`config.mk`:
```
export PLATFORM = sky130hd
export DESIGN_NAME = morse_code_keyer
export DESIGN_NICKNAME = d
export VERILOG_FILES = /design/src/sv/mck_pkg.sv /design/src/sv/morse_code_keyer.sv /design/src/sv/mck_timing.sv /design/src/sv/mck_core.sv
export SDC_FILE = /design/constraint.sdc
export NUM_CORES = 1
export LEC_CHECK = 0
export ABC_AREA = 0
export CAP_MARGIN = 20
export CORE_UTILIZATION = 55
export CTS_CLUSTER_SIZE = 12
export DETAILED_ROUTE_END_ITERATION = 8
export DONT_BUFFER_PORTS = 1
export PLACE_DENSITY = 0.73
export SLEW_MARGIN = 20
export SYNTH_ARGS = -nofsm -noshare
export SYNTH_HDL_FRONTEND = slang
export SYNTH_SLANG_ARGS = --single-unit
```
`constraint.sdc`:
```
create_clock -name clock -period 5 [get_ports clock]
set_input_delay 1 -clock clock [delete_from_list [all_inputs] [get_ports clock]]
set_output_delay 1 -clock clock [all_outputs]
set_load 0.02 [all_outputs]
```
`src/sv/mck_pkg.sv`:
```
// Shared types and constants for the Morse code keyer.
// Holds the transaction payload structs, timing struct and length calculation.
// No dependencies.
package mck_pkg;

   localparam int unsigned K_W       = 12;
   localparam int unsigned MARK_W    = 12;
   localparam int unsigned GAP_W     = 14;
   localparam int unsigned SPEED_W   = 8;
   localparam int unsigned CHAR_W    = 8;
   localparam int unsigned CSR_DW    = 32;
   localparam int unsigned CSR_AW    = 3;

   localparam logic [SPEED_W-1:0] SPEED_RESET = 8'd20;
   localparam logic [MARK_W-1:0]  MARK_MAX    = 12'd4095;
   localparam logic [GAP_W-1:0]   GAP_MAX     = 14'd16383;

   localparam logic ACT_TICK   = 1'b0;
   localparam logic ACT_SUBMIT = 1'b1;

   typedef struct packed {
      logic              action;
      logic [CHAR_W-1:0] char_code;
   } req_type;

   typedef struct packed {
      logic key_on;
      logic transmitting;
      logic submit_status;
      logic idle;
   } rsp_type;

   typedef struct packed {
      logic [MARK_W-1:0] dot_mark;
      logic [MARK_W-1:0] dash_mark;
      logic [GAP_W-1:0]  dot_gap;
      logic [GAP_W-1:0]  letter_gap;
      logic [GAP_W-1:0]  space_gap;
      logic [GAP_W-1:0]  unmapped_gap;
   } timing_type;

   function automatic timing_type lengths_calc(input logic [K_W-1:0] k);
      logic [16:0] k1;
      logic [16:0] k2;
      logic [16:0] k3;
      logic [16:0] k5;
      logic [16:0] k7;
      timing_type  t;
      k1 = 17'(k);
      k2 = k1 << 1;
      k3 = k2 + k1;
      k5 = (k1 << 2) + k1;
      k7 = (k1 << 3) - k1;
      t.dot_mark     = (k1 > 17'(MARK_MAX)) ? MARK_MAX : k1[MARK_W-1:0];
      t.dash_mark    = (k3 > 17'(MARK_MAX)) ? MARK_MAX : k3[MARK_W-1:0];
      t.dot_gap      = (k1 > 17'(GAP_MAX))  ? GAP_MAX  : k1[GAP_W-1:0];
      t.letter_gap   = (k2 > 17'(GAP_MAX))  ? GAP_MAX  : k2[GAP_W-1:0];
      t.space_gap    = (k7 > 17'(GAP_MAX))  ? GAP_MAX  : k7[GAP_W-1:0];
      t.unmapped_gap = (k5 > 17'(GAP_MAX))  ? GAP_MAX  : k5[GAP_W-1:0];
      return t;
   endfunction

endpackage

```
`src/sv/morse_code_keyer.sv`:
```
// Morse code keyer top level: speed register, length table and keyer core.
// Instantiates mck_timing and mck_core; uses mck_pkg.
//
// Each request transaction is either a 1 ms tick or a character submit; every
// request yields exactly one response transaction. One request is accepted per
// clock cycle unless rsp_ready stalls, and its response appears in the output
// register on the next cycle; the output register lets a new request enter
// while the previous response is being taken. The dot length DOT_BASE/speed_wpm
// is read from a 256-entry constant table when speed_wpm is written, and the
// dot, dash and gap lengths are held in registers from then on, so a write to
// speed_wpm takes effect next cycle. Reset leaves the keyer idle at 20 wpm.
module morse_code_keyer #(
   parameter int unsigned DOT_BASE = 1200
) (
   input  logic                       clock,
   input  logic                       reset,
   input  logic                       req_valid,
   output logic                       req_ready,
   input  mck_pkg::req_type           req_data,
   output logic                       rsp_valid,
   input  logic                       rsp_ready,
   output mck_pkg::rsp_type           rsp_data,
   input  logic                       psel,
   input  logic                       penable,
   input  logic                       pwrite,
   input  logic [mck_pkg::CSR_AW-1:0] paddr,
   input  logic [mck_pkg::CSR_DW-1:0] pwdata,
   output logic [mck_pkg::CSR_DW-1:0] prdata,
   output logic                       pready
);
   import mck_pkg::*;

   timing_type timing;

   mck_timing #(
      .DOT_BASE (DOT_BASE)
   ) u_timing (
      .clock   (clock),
      .reset   (reset),
      .psel    (psel),
      .penable (penable),
      .pwrite  (pwrite),
      .paddr   (paddr),
      .pwdata  (pwdata),
      .prdata  (prdata),
      .pready  (pready),
      .timing  (timing)
   );

   mck_core u_core (
      .clock     (clock),
      .reset     (reset),
      .req_valid (req_valid),
      .req_ready (req_ready),
      .req_data  (req_data),
      .rsp_valid (rsp_valid),
      .rsp_ready (rsp_ready),
      .rsp_data  (rsp_data),
      .timing    (timing)
   );

endmodule

```
`src/sv/mck_timing.sv`:
```
// Speed register with APB-style access and element length registers.
// Dot length comes from a constant table built at elaboration; uses mck_pkg.
module mck_timing #(
   parameter int unsigned DOT_BASE = 1200
) (
   input  logic                          clock,
   input  logic                          reset,
   input  logic                          psel,
   input  logic                          penable,
   input  logic                          pwrite,
   input  logic [mck_pkg::CSR_AW-1:0]    paddr,
   input  logic [mck_pkg::CSR_DW-1:0]    pwdata,
   output logic [mck_pkg::CSR_DW-1:0]    prdata,
   output logic                          pready,
   output mck_pkg::timing_type           timing
);
   import mck_pkg::*;

   localparam int unsigned ROM_DEPTH = 2 ** SPEED_W;
   localparam logic [K_W-1:0] RESET_K = K_W'(DOT_BASE / SPEED_RESET);

   logic [K_W-1:0]     dot_rom [ROM_DEPTH];
   logic [SPEED_W-1:0] speed_ff;
   timing_type         timing_ff;
   logic               wr_en;

   for (genvar i = 0; i < ROM_DEPTH; i++) begin : g_rom
      localparam int unsigned KVAL = DOT_BASE / ((i == 0) ? 1 : i);
      assign dot_rom[i] = K_W'(KVAL);
   end

   assign pready = 1'b1;
   assign wr_en  = psel && penable && pwrite && pready && (paddr[CSR_AW-1] == 1'b0);
   assign prdata = (paddr[CSR_AW-1] == 1'b0) ? CSR_DW'(speed_ff) : '0;
   assign timing = timing_ff;

   always_ff @(posedge clock) begin
      if (reset) begin
         speed_ff  <= SPEED_RESET;
         timing_ff <= lengths_calc(RESET_K);
      end else if (wr_en) begin
         speed_ff  <= pwdata[SPEED_W-1:0];
         timing_ff <= lengths_calc(dot_rom[pwdata[SPEED_W-1:0]]);
      end
   end

endmodule

```
`src/sv/mck_core.sv`:
```
// Keyer state update and registered result stage.
// Takes element lengths from mck_timing; uses mck_pkg.
module mck_core (
   input  logic                clock,
   input  logic                reset,
   input  logic                req_valid,
   output logic                req_ready,
   input  mck_pkg::req_type    req_data,
   output logic                rsp_valid,
   input  logic                rsp_ready,
   output mck_pkg::rsp_type    rsp_data,
   input  mck_pkg::timing_type timing
);
   import mck_pkg::*;

   typedef enum logic [1:0] {PH_DONE, PH_INIT, PH_OUT, PH_NEXT} phase_type;
   typedef enum logic [1:0] {CH_END, CH_SPACE, CH_UNMAPPED, CH_PATTERN} kind_type;

   typedef struct packed {
      kind_type    kind;
      logic [7:0]  pat;
   } decode_type;

   localparam logic [7:0] CODE_END   = 8'd0;
   localparam logic [7:0] CODE_SPACE = 8'd32;
   localparam logic [7:0] CODE_CT    = 8'd1;
   localparam logic [7:0] CODE_AR    = 8'd3;
   localparam logic [7:0] CODE_VA    = 8'd4;
   localparam logic [7:0] CODE_AA    = 8'd8;
   localparam logic [7:0] CODE_BK    = 8'd16;
   localparam logic [7:0] CODE_BT    = 8'd22;
   localparam logic [7:0] CODE_KN    = 8'd23;
   localparam logic [7:0] CODE_AS    = 8'd27;
   localparam logic [7:0] GLYPH_LO   = 8'd44;
   localparam logic [7:0] GLYPH_HI   = 8'd90;
   localparam logic [7:0] LOWER_LO   = 8'd97;
   localparam logic [7:0] LOWER_HI   = 8'd122;
   localparam logic [7:0] CASE_DIFF  = 8'd32;
   localparam logic [7:0] LAST_ELEM  = 8'h80;

   localparam logic [7:0] GLYPH_ROM [47] = '{
      8'hCE, 8'h86, 8'h56, 8'h94,
      8'hFC, 8'h7C, 8'h3C, 8'h1C, 8'h0C, 8'h04, 8'h84, 8'hC4, 8'hE4, 8'hF4,
      8'hE2, 8'hAA, 8'h80, 8'h8C, 8'h80, 8'h32, 8'h80,
      8'h60, 8'h88, 8'hA8, 8'h90, 8'h40, 8'h28, 8'hD0, 8'h08, 8'h20, 8'h78,
      8'hB0, 8'h48, 8'hE0, 8'hA0, 8'hF0, 8'h68, 8'hD8, 8'h50, 8'h10, 8'hC0,
      8'h30, 8'h18, 8'h70, 8'h98, 8'hB8, 8'hC8
   };

   function automatic decode_type decode_char(input logic [7:0] c);
      logic [7:0] up;
      logic [7:0] idx;
      decode_type d;
      up    = ((c >= LOWER_LO) && (c <= LOWER_HI)) ? (c - CASE_DIFF) : c;
      idx   = up - GLYPH_LO;
      d.pat = 8'h00;
      if ((up < GLYPH_LO) || (up > GLYPH_HI)) begin
         d.kind = CH_UNMAPPED;
      end else begin
         d.kind = CH_PATTERN;
         d.pat  = GLYPH_ROM[idx[5:0]];
      end
      unique case (c)
         CODE_END: begin
            d.kind = CH_END;
         end
         CODE_SPACE: begin
            d.kind = CH_SPACE;
         end
         CODE_AR: begin
            d.kind = CH_PATTERN;
            d.pat  = 8'h54;
         end
         CODE_VA: begin
            d.kind = CH_PATTERN;
            d.pat  = 8'h16;
         end
         CODE_BT: begin
            d.kind = CH_PATTERN;
            d.pat  = 8'h8C;
         end
         CODE_BK: begin
            d.kind = CH_PATTERN;
            d.pat  = 8'h8B;
         end
         CODE_KN: begin
            d.kind = CH_PATTERN;
            d.pat  = 8'hB4;
         end
         CODE_AS: begin
            d.kind = CH_PATTERN;
            d.pat  = 8'h44;
         end
         CODE_AA: begin
            d.kind = CH_PATTERN;
            d.pat  = 8'h58;
         end
         CODE_CT: begin
            d.kind = CH_PATTERN;
            d.pat  = 8'hAC;
         end
         default: begin
         end
      endcase
      return d;
   endfunction

   phase_type          phase_ff, phase_in;
   logic [MARK_W-1:0]  mark_ff, mark_in;
   logic [GAP_W-1:0]   gap_ff, gap_in;
   logic [7:0]         shift_ff, shift_in;
   logic               key_ff, key_in;
   logic               tx_ff, tx_in;
   logic [CHAR_W-1:0]  held_char_ff, held_char_in;
   logic               held_valid_ff, held_valid_in;
   logic               busy;
   logic               accept;
   logic               rsp_valid_ff;
   rsp_type            rsp_ff;
   decode_type         dec;

   assign req_ready = !rsp_valid_ff || rsp_ready;
   assign accept    = req_valid && req_ready;
   assign rsp_valid = rsp_valid_ff;
   assign rsp_data  = rsp_ff;
   assign dec       = decode_char(held_char_ff);

   always_comb begin
      phase_in      = phase_ff;
      mark_in       = mark_ff;
      gap_in        = gap_ff;
      shift_in      = shift_ff;
      key_in        = key_ff;
      tx_in         = tx_ff;
      held_char_in  = held_char_ff;
      held_valid_in = held_valid_ff;
      busy          = 1'b0;
      if (req_data.action == ACT_SUBMIT) begin
         if (held_valid_ff) begin
            busy = 1'b1;
         end else begin
            held_char_in  = req_data.char_code;
            held_valid_in = 1'b1;
            if (phase_ff == PH_DONE) begin
               phase_in = PH_INIT;
            end
         end
      end else if (phase_ff != PH_DONE) begin
         if (mark_ff == '0) begin
            key_in = 1'b0;
            if (gap_ff != '0) begin
               gap_in = gap_ff - 1'b1;
            end
         end else begin
            mark_in = mark_ff - 1'b1;
         end
         if ((mark_in == '0) && (gap_in == '0)) begin
            unique case (phase_ff)
               PH_INIT: begin
                  if (held_valid_ff) begin
                     tx_in = 1'b1;
                     unique case (dec.kind)
                        CH_END: begin
                           tx_in         = 1'b0;
                           held_valid_in = 1'b0;
                           phase_in      = PH_DONE;
                        end
                        CH_SPACE: begin
                           gap_in   = timing.space_gap;
                           phase_in = PH_NEXT;
                        end
                        CH_UNMAPPED: begin
                           gap_in   = timing.unmapped_gap;
                           phase_in = PH_NEXT;
                        end
                        CH_PATTERN: begin
                           shift_in = dec.pat;
                           phase_in = PH_OUT;
                        end
                     endcase
                  end
               end
               PH_OUT: begin
                  if (shift_ff == LAST_ELEM) begin
                     gap_in   = timing.letter_gap;
                     phase_in = PH_NEXT;
                  end else begin
                     mark_in  = shift_ff[7] ? timing.dash_mark : timing.dot_mark;
                     key_in   = 1'b1;
                     shift_in = {shift_ff[6:0], 1'b0};
                     gap_in   = timing.dot_gap;
                  end
               end
               PH_NEXT: begin
                  held_valid_in = 1'b0;
                  phase_in      = PH_INIT;
               end
               PH_DONE: begin
               end
            endcase
         end
      end
   end

   always_ff @(posedge clock) begin
      if (reset) begin
         phase_ff      <= PH_DONE;
         mark_ff       <= '0;
         gap_ff        <= '0;
         shift_ff      <= '0;
         key_ff        <= 1'b0;
         tx_ff         <= 1'b0;
         held_char_ff  <= '0;
         held_valid_ff <= 1'b0;
         rsp_valid_ff  <= 1'b0;
         rsp_ff        <= '0;
      end else begin
         if (accept) begin
            phase_ff             <= phase_in;
            mark_ff              <= mark_in;
            gap_ff               <= gap_in;
            shift_ff             <= shift_in;
            key_ff               <= key_in;
            tx_ff                <= tx_in;
            held_char_ff         <= held_char_in;
            held_valid_ff        <= held_valid_in;
            rsp_ff.key_on        <= key_in;
            rsp_ff.transmitting  <= tx_in;
            rsp_ff.submit_status <= busy;
            rsp_ff.idle          <= (phase_in == PH_DONE);
            rsp_valid_ff         <= 1'b1;
         end else if (rsp_ready) begin
            rsp_valid_ff <= 1'b0;
         end
      end
   end

   a_key_needs_tx: assert property (@(posedge clock) disable iff (reset)
      key_ff |-> tx_ff)
      else $error("key active without transmitter enable");

   a_done_empty: assert property (@(posedge clock) disable iff (reset)
      (phase_ff == PH_DONE) |-> !held_valid_ff)
      else $error("holding register full while done");

   a_mark_in_out: assert property (@(posedge clock) disable iff (reset)
      (mark_ff != '0) |-> (phase_ff == PH_OUT))
      else $error("mark counting outside element phase");

   a_busy_held: assert property (@(posedge clock) disable iff (reset)
      (rsp_valid_ff && rsp_ff.submit_status) |-> held_valid_ff)
      else $error("busy reported with empty holding register");

endmodule
```
==> flow_summary.ini, run 1 <==
[outcome]
outcome = completed

[placement]
post-place-cells = 1444
dpl_cell_area_mm2 = 0.00967
routabilityCongestion = 0.930
hpwl_um = 17800
portBuffers = 0
pre_cts_ws_ps = 33.3

[finish]
fin_area_mm2 = 0.00996
diodes = 0
utilization_pct = 59.5
fin_nets = 1361
fin_cells = 1460
drive_above_1_share_pct = 7.90
layout-area-overhead-vs-synth_pct = 4.27
final_common_cell = nand2_1
final_cell_mix = nand2_1, a21oi_1, dfxtp_1

[sta]
skew_ps = 9.09
setup_viol = 0
report.final.slew_viol_count = 0
fin_crit_ps = 4700
relSlewSlack_pct = 33.2
post-route-period-util_pct = 93.9
setup_slack_ps = 303
rsz0062_at_grt = false
hold_slack_ps = 448
max_freq_mhz = 213
finalHoldViolCount = 0
tightest_slew_ps = 995

[yosys]
syn_inst = 1275
synth_edf_count = 0
ys_types = 81
postSynth.asyncResetShare_pct = 0
seq_area_frac_synth_pct = 22.8
ys.flop_type = dfxtp_1
ys_seq_elements = 109
synth_area_per_cell_um2 = 7.50
netlist_area_mm2 = 0.00956
yosysWarningCount = 0

[grt]
grt_usage_pct = 27.5
grt.busiest_layer = met2
grt_first_pass_wirelength_um = 40400
antenna_found_initial = 0
gr-usage-met1_pct = 38.7
use_met3_pct = 3.29
grt_pass1_vias = 8104
grt_util_met2_pct = 43.6
grt-ovfl-total = 0
grt_max_degree = 67

[power]
peakVddDrop_uv = 177
leakagePower_nw = 4.08
power_density_mw_per_mm2 = 243

[route]
wl_per_cell_um = 17.0
routed-via-count = 9144
routed_wl_um = 24800
via_per_inst = 6.26
first_iter_violations = 830
drtPass1Iterations = 5
drc = 0
final_antenna_net_count = 0

[worst_setup_path]
cp_slowest_stage_delay_ps = 500
arrival_ps = 4930
worstPathRequired_ps = 5230
crit_type = primary input to flip-flop
worstPathMaxFanout = 12
critPathBufInv = 4
crit_path_start = pwdata[1]
crit_path_end_kind = flip-flop
slowest_stage = a2111oi_1
cp-start-kind = primary input
r2r_start = u_core.held_char_ff[0]
path_cells = inv_1, ha_1, a211oi_1, a21oi_1, mux4_2, o21ai_0, a21oi_1, inv_1, ha_1, a21o_1, a21oi_1, o21ai_0, a2111oi_1, o31ai_1, a21boi_0, buf_4, buf_12, nand2_1, o21ai_0, nand2_1
cp_top_family = compound AO/OA/AOI/OAI gates

[floorplan]
io_pins = 90
rows = 47
initial_core_util_pct = 57.0
core_area_mm2 = 0.0168
die_w_um = 134
die_area_mm2 = 0.0179
die_h_um = 134

[clocking]
post_cts_buffers = 0
clock_latency_ps = 360
htree_levels = 3
cts_buffer_depth = 2
clock_tree.root_cell = clkbuf_16
cts_tree = yes
ctsHoldBuffers = 0
clk_pin_slew_ps = 80
clkSinkCount = 109
cts_buffers = 9
post_cts_resized = 0

[min_path]
hold_path.class = flip-flop to flip-flop
hp-start = u_timing.speed_ff[5]

[run]
drv_cap = 0
-- cell type report --
type	instances	area (µm²)
multi-input combinational	1016	6680
sequential	109	2180
fill	1575	6800
clock inverter	6	56.3
clock buffer	10	239
tap	220	275
timing repair buffer	39	305
inverter	60	225
-- stage by stage --
step | total power, mW | setup TNS (ps)
4_1_cts | 2.41 | 0
6_report | 2.42 | 0
3_3_place_gp | 1.68 | 0
2_1_floorplan | 1.55 | -1.50
5_1_grt | 2.54 | 0
3_5_place_dp | 1.69 | 0
-- worst reg2reg max path, stage by stage, from the launching register on --
cell,delay [ps]
dfxtp_1,310
inv_1,220
ha_1,380
nand2b_1,100
a21oi_1,250
o41ai_1,150
a41oi_1,230
a311oi_1,70
buf_4,180
nor3_1,480
ha_1,340
nand3_1,390
a31oi_1,140
mux2_2,300
a211o_1,290
a21oi_1,130
-- synthesized netlist by cell type, types with 11 or more instances --
cell type / count / area, µm²
o21ai_0: 77 / 385
nand3_1: 38 / 190
a31oi_1: 28 / 175
mux2_2: 13 / 146
dfxtp_1: 109 / 2180
o211ai_1: 20 / 150
nor2_1: 92 / 345
nand2_1: 143 / 537
mux2i_1: 39 / 390
ha_1: 73 / 913
nand2b_1: 12 / 75.1
a211oi_1: 21 / 158
xor2_1: 12 / 105
inv_1: 59 / 221
nor2b_1: 20 / 125
clkbuf_1: 63 / 236
a21o_1: 12 / 90.1
buf_4: 31 / 233
a21oi_1: 116 / 581
nor3_1: 29 / 145
o22ai_1: 12 / 75.1
o21a_1: 11 / 82.6
a22oi_1: 21 / 158
nor4_1: 13 / 81.3
xnor2_1: 19 / 166
-- state kept, by name, summed over array words and instances, names as in the netlist --
register              flops
u_timing.timing          51
u_core.gap_ff            14
u_core.mark_ff           12
u_core.held_char_ff       8
u_core.shift_ff           8
u_timing.speed_ff         8
u_core.rsp_data           4
u_core.phase_ff           2
u_core.held_valid_ff      1
u_core.rsp_valid          1
-- layer usage --
metal	wire length, µm	vias to the layer above	share of wire [%]
li1	-	4534	-
met1	11700	4299	47
met2	11400	282	46
met3	1190	29	4.8
met4	546	0	2.2
met5	0	-	0
-- cells by family (layout without fill, tap and decap cells) --
family,after synthesis,count (layout),share of synthesized area (%)
buffers and inverters,173,115,8.27
adder cells (fa/ha/maj),75,75,9.98
flip-flops,109,109,22.8
AO/OA/AOI/OAI,407,407,27.6
multiplexers,56,56,6.56
XOR/XNOR,31,31,2.84
AND/OR/NAND/NOR,422,422,21.9
other,2,25,0.0786
-- where the power goes --
part	switching, mW	internal, mW	leakage (nW)
Combinational	0.468	0.305	3.05
Clock	0.369	0.361	0.140
Sequential	0.0261	0.890	0.883
Total	0.863	1.56	4.08
-- path summary, 6_finish.rpt --
kind	to	slack, ps	cells after the start
max	u_timing.timing[58]	300	20
min reg2reg	u_timing.speed_ff[5]	450	2
min	u_timing.speed_ff[5]	450	2
max reg2reg	u_core.rsp_data[0]	960	15
Power figures use the tool's default switching activity.
==> run 2: changes to the inputs <==
Settings changed: MAX_ROUTING_LAYER set to met4, SETUP_SLACK_MARGIN set to 0.1.
==> run 2 against run 1 <==
Net effect: cell area barely moved; clock skew barely moved; combinational power fell by 0.8%; global-route usage rose by 1.6 points; core utilization barely moved; register-to-register slack barely moved; non-clock buffer count fell by 1.
==> flow_summary.ini, run 2 (same netlist as run 1, synthesis figures left out) <==
[worst_setup_path]
crit_path_end_kind = flip-flop
slowest_stage = mux4_2
cp-start-kind = primary input
path_cells = ha_1, inv_1, ha_1, inv_1, mux4_2, a211o_1, a32o_1, inv_2, ha_1, a21o_1, a21oi_1, o21ai_0, a2111oi_2, o31ai_1, a21boi_0, buf_4, buf_12, nand2_1, o21ai_0, nand2_1
arrival_ps = 4760
crit_type = primary input to flip-flop
worstPathRequired_ps = 5230
reg2regPathDepth = 15
worstPathMaxFanout = 9
crit_top_cell = ha_1
cp_slowest_stage_delay_ps = 460

[route]
via_per_inst = 6.29
drtPass1Iterations = 5
routed-via-count = 9182
first_iter_violations = 900
routed_wl_um = 25100
drc = 0
final_antenna_net_count = 0
wl_per_cell_um = 17.2

[finish]
layout-area-overhead-vs-synth_pct = 4.19
drive_above_1_share_pct = 8.07
fin_nets = 1360
final_common_cell = nand2_1
nFillCells = 1590
largest_reg_flops = 51
final_cell_mix = nand2_1, a21oi_1, dfxtp_1
diodes = 0

[sta]
report.final.slew_viol_count = 0
fin_crit_ps = 4530
max_freq_mhz = 221
relSlewSlack_pct = 32.0
setup-tns-final_ps = 0
rsz0062_at_grt = false
post-route-period-util_pct = 90.6
setup_viol = 0
tightest_slew_ps = 1010
skew_ps = 8.81
finalHoldViolCount = 0

[clocking]
ctsHoldBuffers = 0
cts_tree = yes
cts_buffers = 9
clk_pin_slew_ps = 80
htree_levels = 3
clock_tree.root_cell = clkbuf_16
cts_buffer_depth = 2
clkSinkCount = 109
clock_latency_ps = 370

[floorplan]
io_pins = 90
initial_core_util_pct = 57.0
core_area_mm2 = 0.0168
die_h_um = 134
rows = 47
die_w_um = 134
die_area_mm2 = 0.0179

[min_path]
hold_path.class = flip-flop to flip-flop
whs_path_depth = 2

[power]
peakVddDrop_uv = 261
leakagePower_nw = 4.07
power_density_mw_per_mm2 = 241
finalPower_mw = 2.40

[grt]
grt-ovfl-total = 0
grt_pass1_vias = 8250
grt_first_pass_wirelength_um = 41600
grt_max_degree = 67
antenna_found_initial = 0
grt_usage_pct = 29.1

[placement]
portBuffers = 0
routabilityCongestion = 0.920
hpwl_um = 18000

[run]
drv_cap = 0

[outcome]
outcome = completed
[run 2: changes by cell type in the layout (fill, tap and decap cells not counted), sizes merged]
cell    delta
buf        -1
clkbuf     -1
clkinv     +1
[run 2: path summary, 6_finish.rpt]
check | from | end | slack (ps)
max reg2reg | u_core.held_char_ff[0] | u_core.phase_ff[0] | 950
max | pwdata[0] | u_timing.timing[58] | 470
min | u_timing.timing[7] | u_timing.timing[7] | 450
min reg2reg | u_timing.timing[7] | u_timing.timing[7] | 450
[run 2: critical path, delay by kind of cell]
family,cells,cell delay [ps]
AO/OA/AOI/OAI,9,2030
adder cells (fa/ha/maj),3,600
buffers and inverters,5,540
multiplexers,1,460
AND/OR/NAND/NOR,2,120
[run 2: routing by layer]
layer | global-route usage (%) | vias to the layer above | part of all wire [%]
li1 | - | 4537 | -
met1 | 39.5 | 4329 | 47
met2 | 45.7 | 283 | 47
met3 | 2.65 | 33 | 4.1
met4 | 9.09 | 0 | 2.0
met5 | - | - | 0
[run 2: stage by stage]
| step | worst slack, ps | cells | hold WS [ps] | cell area (µm²) | utilization (%) |
|---|---|---|---|---|---|
| 2_1_floorplan | 113 | 1298 | 432 | 9660 | - |
| 3_3_place_gp | 110 | 1443 | 432 | 9660 | 57.6 |
| 3_5_place_dp | 15.6 | 1443 | 438 | 9660 | 57.6 |
| 4_1_cts | 373 | 1459 | 448 | 9950 | 59.4 |
| 5_1_grt | 114 | 1459 | 461 | 9960 | 59.4 |
| 6_report | 469 | 1459 | 449 | 9960 | 59.4 |
[run 2: power by group]
group	leakage [nW]	total [mW]	internal (mW)	switching, mW
clock network	0.136	0.720	0.347	0.373
registers	0.883	0.916	0.890	0.0265
logic	3.05	0.766	0.303	0.463
[run 2: cell type report]
| cell class | instances | area (µm²) | share of cell area (%) |
|---|---|---|---|
| Clock inverter | 7 | 61.3 | 0.616 |
| Multi-Input combinational cell | 1016 | 6690 | 67.2 |
| Timing Repair Buffer | 38 | 298 | 2.99 |
| Tap cell | 220 | 275 | 2.76 |
| Inverter | 60 | 225 | 2.26 |
| Sequential cell | 109 | 2180 | 21.9 |
| Clock buffer | 9 | 225 | 2.26 |
[run 2: what timing repair did]
item	in CTS	in global routing
endpoints found under the setup margin	0	4
hold endpoints to repair	0	0
gates resized for setup	0	3
buffers inserted	0	0
==> run 3: changes to the inputs <==
Clock period 5 ns to 4 ns, I/O delays scaled along.
==> run 3 against run 2 <==
Net effect: die area unchanged; critical endpoint is now u_timing.timing[11]; largest cell class unchanged; sequential cell count unchanged; setup slack got worse by 400 ps.
==> flow_summary.ini, run 3 (same netlist as run 1, synthesis figures left out) <==
[outcome]
outcome = completed

[floorplan]
io_pins = 90
die_h_um = 134
core_area_mm2 = 0.0168
die_area_mm2 = 0.0179
die_w_um = 134
rows = 47
initial_core_util_pct = 57.0

[power]
p_sw_mw = 1.14
pwr-share-seq_pct = 35.0
peakVddDrop_uv = 301
power_frac_clock_pct = 29.7
leakagePower_nw = 4.51
intPower_mw = 2.14
p_comb_share_pct = 35.3
p_sw_share_pct = 34.7
power_density_mw_per_mm2 = 299

[clocking]
cts_tree = yes
clk_pin_slew_ps = 80
cts_buffer_depth = 2
clkSinkCount = 109
clock_latency_ps = 370
ctsHoldBuffers = 0
clock_tree.root_cell = clkbuf_16
htree_levels = 3
cts_buffers = 9

[grt]
grt_pass1_vias = 8621
grt-ovfl-total = 0
grt_max_degree = 67
grt_first_pass_wirelength_um = 42900
grt_usage_pct = 30.1
antenna_found_initial = 0

[worst_setup_path]
worstPathMaxFanout = 12
worstPathRequired_ps = 4310
cp_slowest_stage_delay_ps = 480
slowest_stage = mux4_2
crit_path_end_kind = flip-flop
crit_type = primary input to flip-flop
path_cells = clkinvlp_4, ha_4, a211oi_2, a21oi_1, mux4_2, o21ai_2, a21oi_2, inv_2, buf_6, ha_4, a21o_1, a21oi_2, nor2b_1, o21a_1, o41a_1, a311o_1, xnor2_1, nand2_1, a21oi_2
arrival_ps = 4240
crit_top_cell = a21oi_2
critPathBufInv = 3
cp-start-kind = primary input
cp_top_family = compound AO/OA/AOI/OAI gates

[route]
first_iter_violations = 903
via_per_inst = 6.25
drtPass1Iterations = 6
routed_wl_um = 26600
m1WireLength_um = 11800
wl_per_cell_um = 17.2
drc = 0
final_antenna_net_count = 0
top_layer = met4
wl_met2_um = 12600
routed-via-count = 9639
met3_length_um = 1300

[sta]
relSlewSlack_pct = 40.9
setup_viol = 0
skew_ps = 19.4
finalHoldViolCount = 0
post-route-period-util_pct = 98.2
setup-tns-final_ps = 0
max_freq_mhz = 254
rsz0062_at_grt = true
fin_crit_ps = 3930
tightest_slew_ps = 884
report.final.slew_viol_count = 0

[placement]
routabilityCongestion = 0.958
hpwl_um = 19000
portBuffers = 0
post-place-cells = 1505
dpl_cell_area_mm2 = 0.0103

[run]
drv_cap = 0

[finish]
multi_input_area_mm2 = 0.00701
fin_area_mm2 = 0.0110
final_cell_mix = nand2_1, buf_4, dfxtp_1
layout-area-overhead-vs-synth_pct = 14.6
final_common_cell = nand2_1
drive_above_1_share_pct = 18.6
nFillCells = 1470
fin_cells = 1542
largest_reg_flops = 51
diodes = 0
fin_nets = 1443
ff_latch_area_mm2 = 0.00218

[min_path]
hold_path.class = flip-flop to flip-flop
==> run 3: worst paths after layout <==
kind	from	to	slack, ps	cells past startpoint
worst min register to register	u_timing.speed_ff[3]	u_timing.speed_ff[3]	450	2
worst min-delay path	u_timing.speed_ff[3]	u_timing.speed_ff[3]	450	2
worst max register to register	u_core.mark_ff[0]	u_core.rsp_data[0]	390	11
worst max-delay path	pwdata[1]	u_timing.timing[11]	70	19
==> run 3: cell type report <==
| type | instances | area share (%) |
|---|---|---|
| Sequential cell | 109 | 19.9 |
| Multi-Input combinational cell | 1016 | 64.0 |
| Tap cell | 220 | 2.51 |
| Timing Repair Buffer | 121 | 8.43 |
| Clock buffer | 10 | 2.18 |
| Clock inverter | 6 | 0.765 |
| Inverter | 60 | 2.19 |
==> run 3: repair_timing <==
| item | 4_1_cts | 5_1_grt |
|---|---|---|
| gates resized for setup | 3 | 50 |
| cloned | 0 | 0 |
| pin swaps | 2 | 31 |
| setup endpoints to repair | 15 | 55 |
| setup buffers | 8 | 13 |
==> run 3: worst reg2reg max path: stages, from the launching register on <==
cell,delay (ps)
dfxtp_1,380
inv_1,100
ha_1,430
nor4b_1,310
nand4_1,270
or4_1,560
a22oi_1,200
nand4_1,230
nor2_1,260
mux2_2,370
a211o_1,290
a21oi_1,130
==> run 3: power groups by stage <==
stage	Clock [mW]	Sequential [mW]	Combinational [mW]
3_3_place_gp	0	1.17	1.05
4_1_cts	0.982	1.14	1.08
3_5_place_dp	0	1.17	1.06
2_1_floorplan	0	1.16	0.830
6_report	0.973	1.15	1.16
5_1_grt	1.03	1.15	1.26
==> run 3: metal layers <==
metal,track usage [%],vias up
met5,-,-
met4,12.8,0
met3,3.40,58
met2,47.3,347
met1,39.0,4541
li1,-,4693
==> run 3: per-stage QoR <==
step                hold WS, ps  utilization (%)  setup WS (ps)  power (mW)
floorplan                   432                -           -144        1.99
global placement            433             61.3           -335        2.22
detailed placement          437             61.3           -456        2.23
CTS                         448             63.6           82.6        3.21
global route                464             65.3           -137        3.44
finish                      446             65.3           70.3        3.28
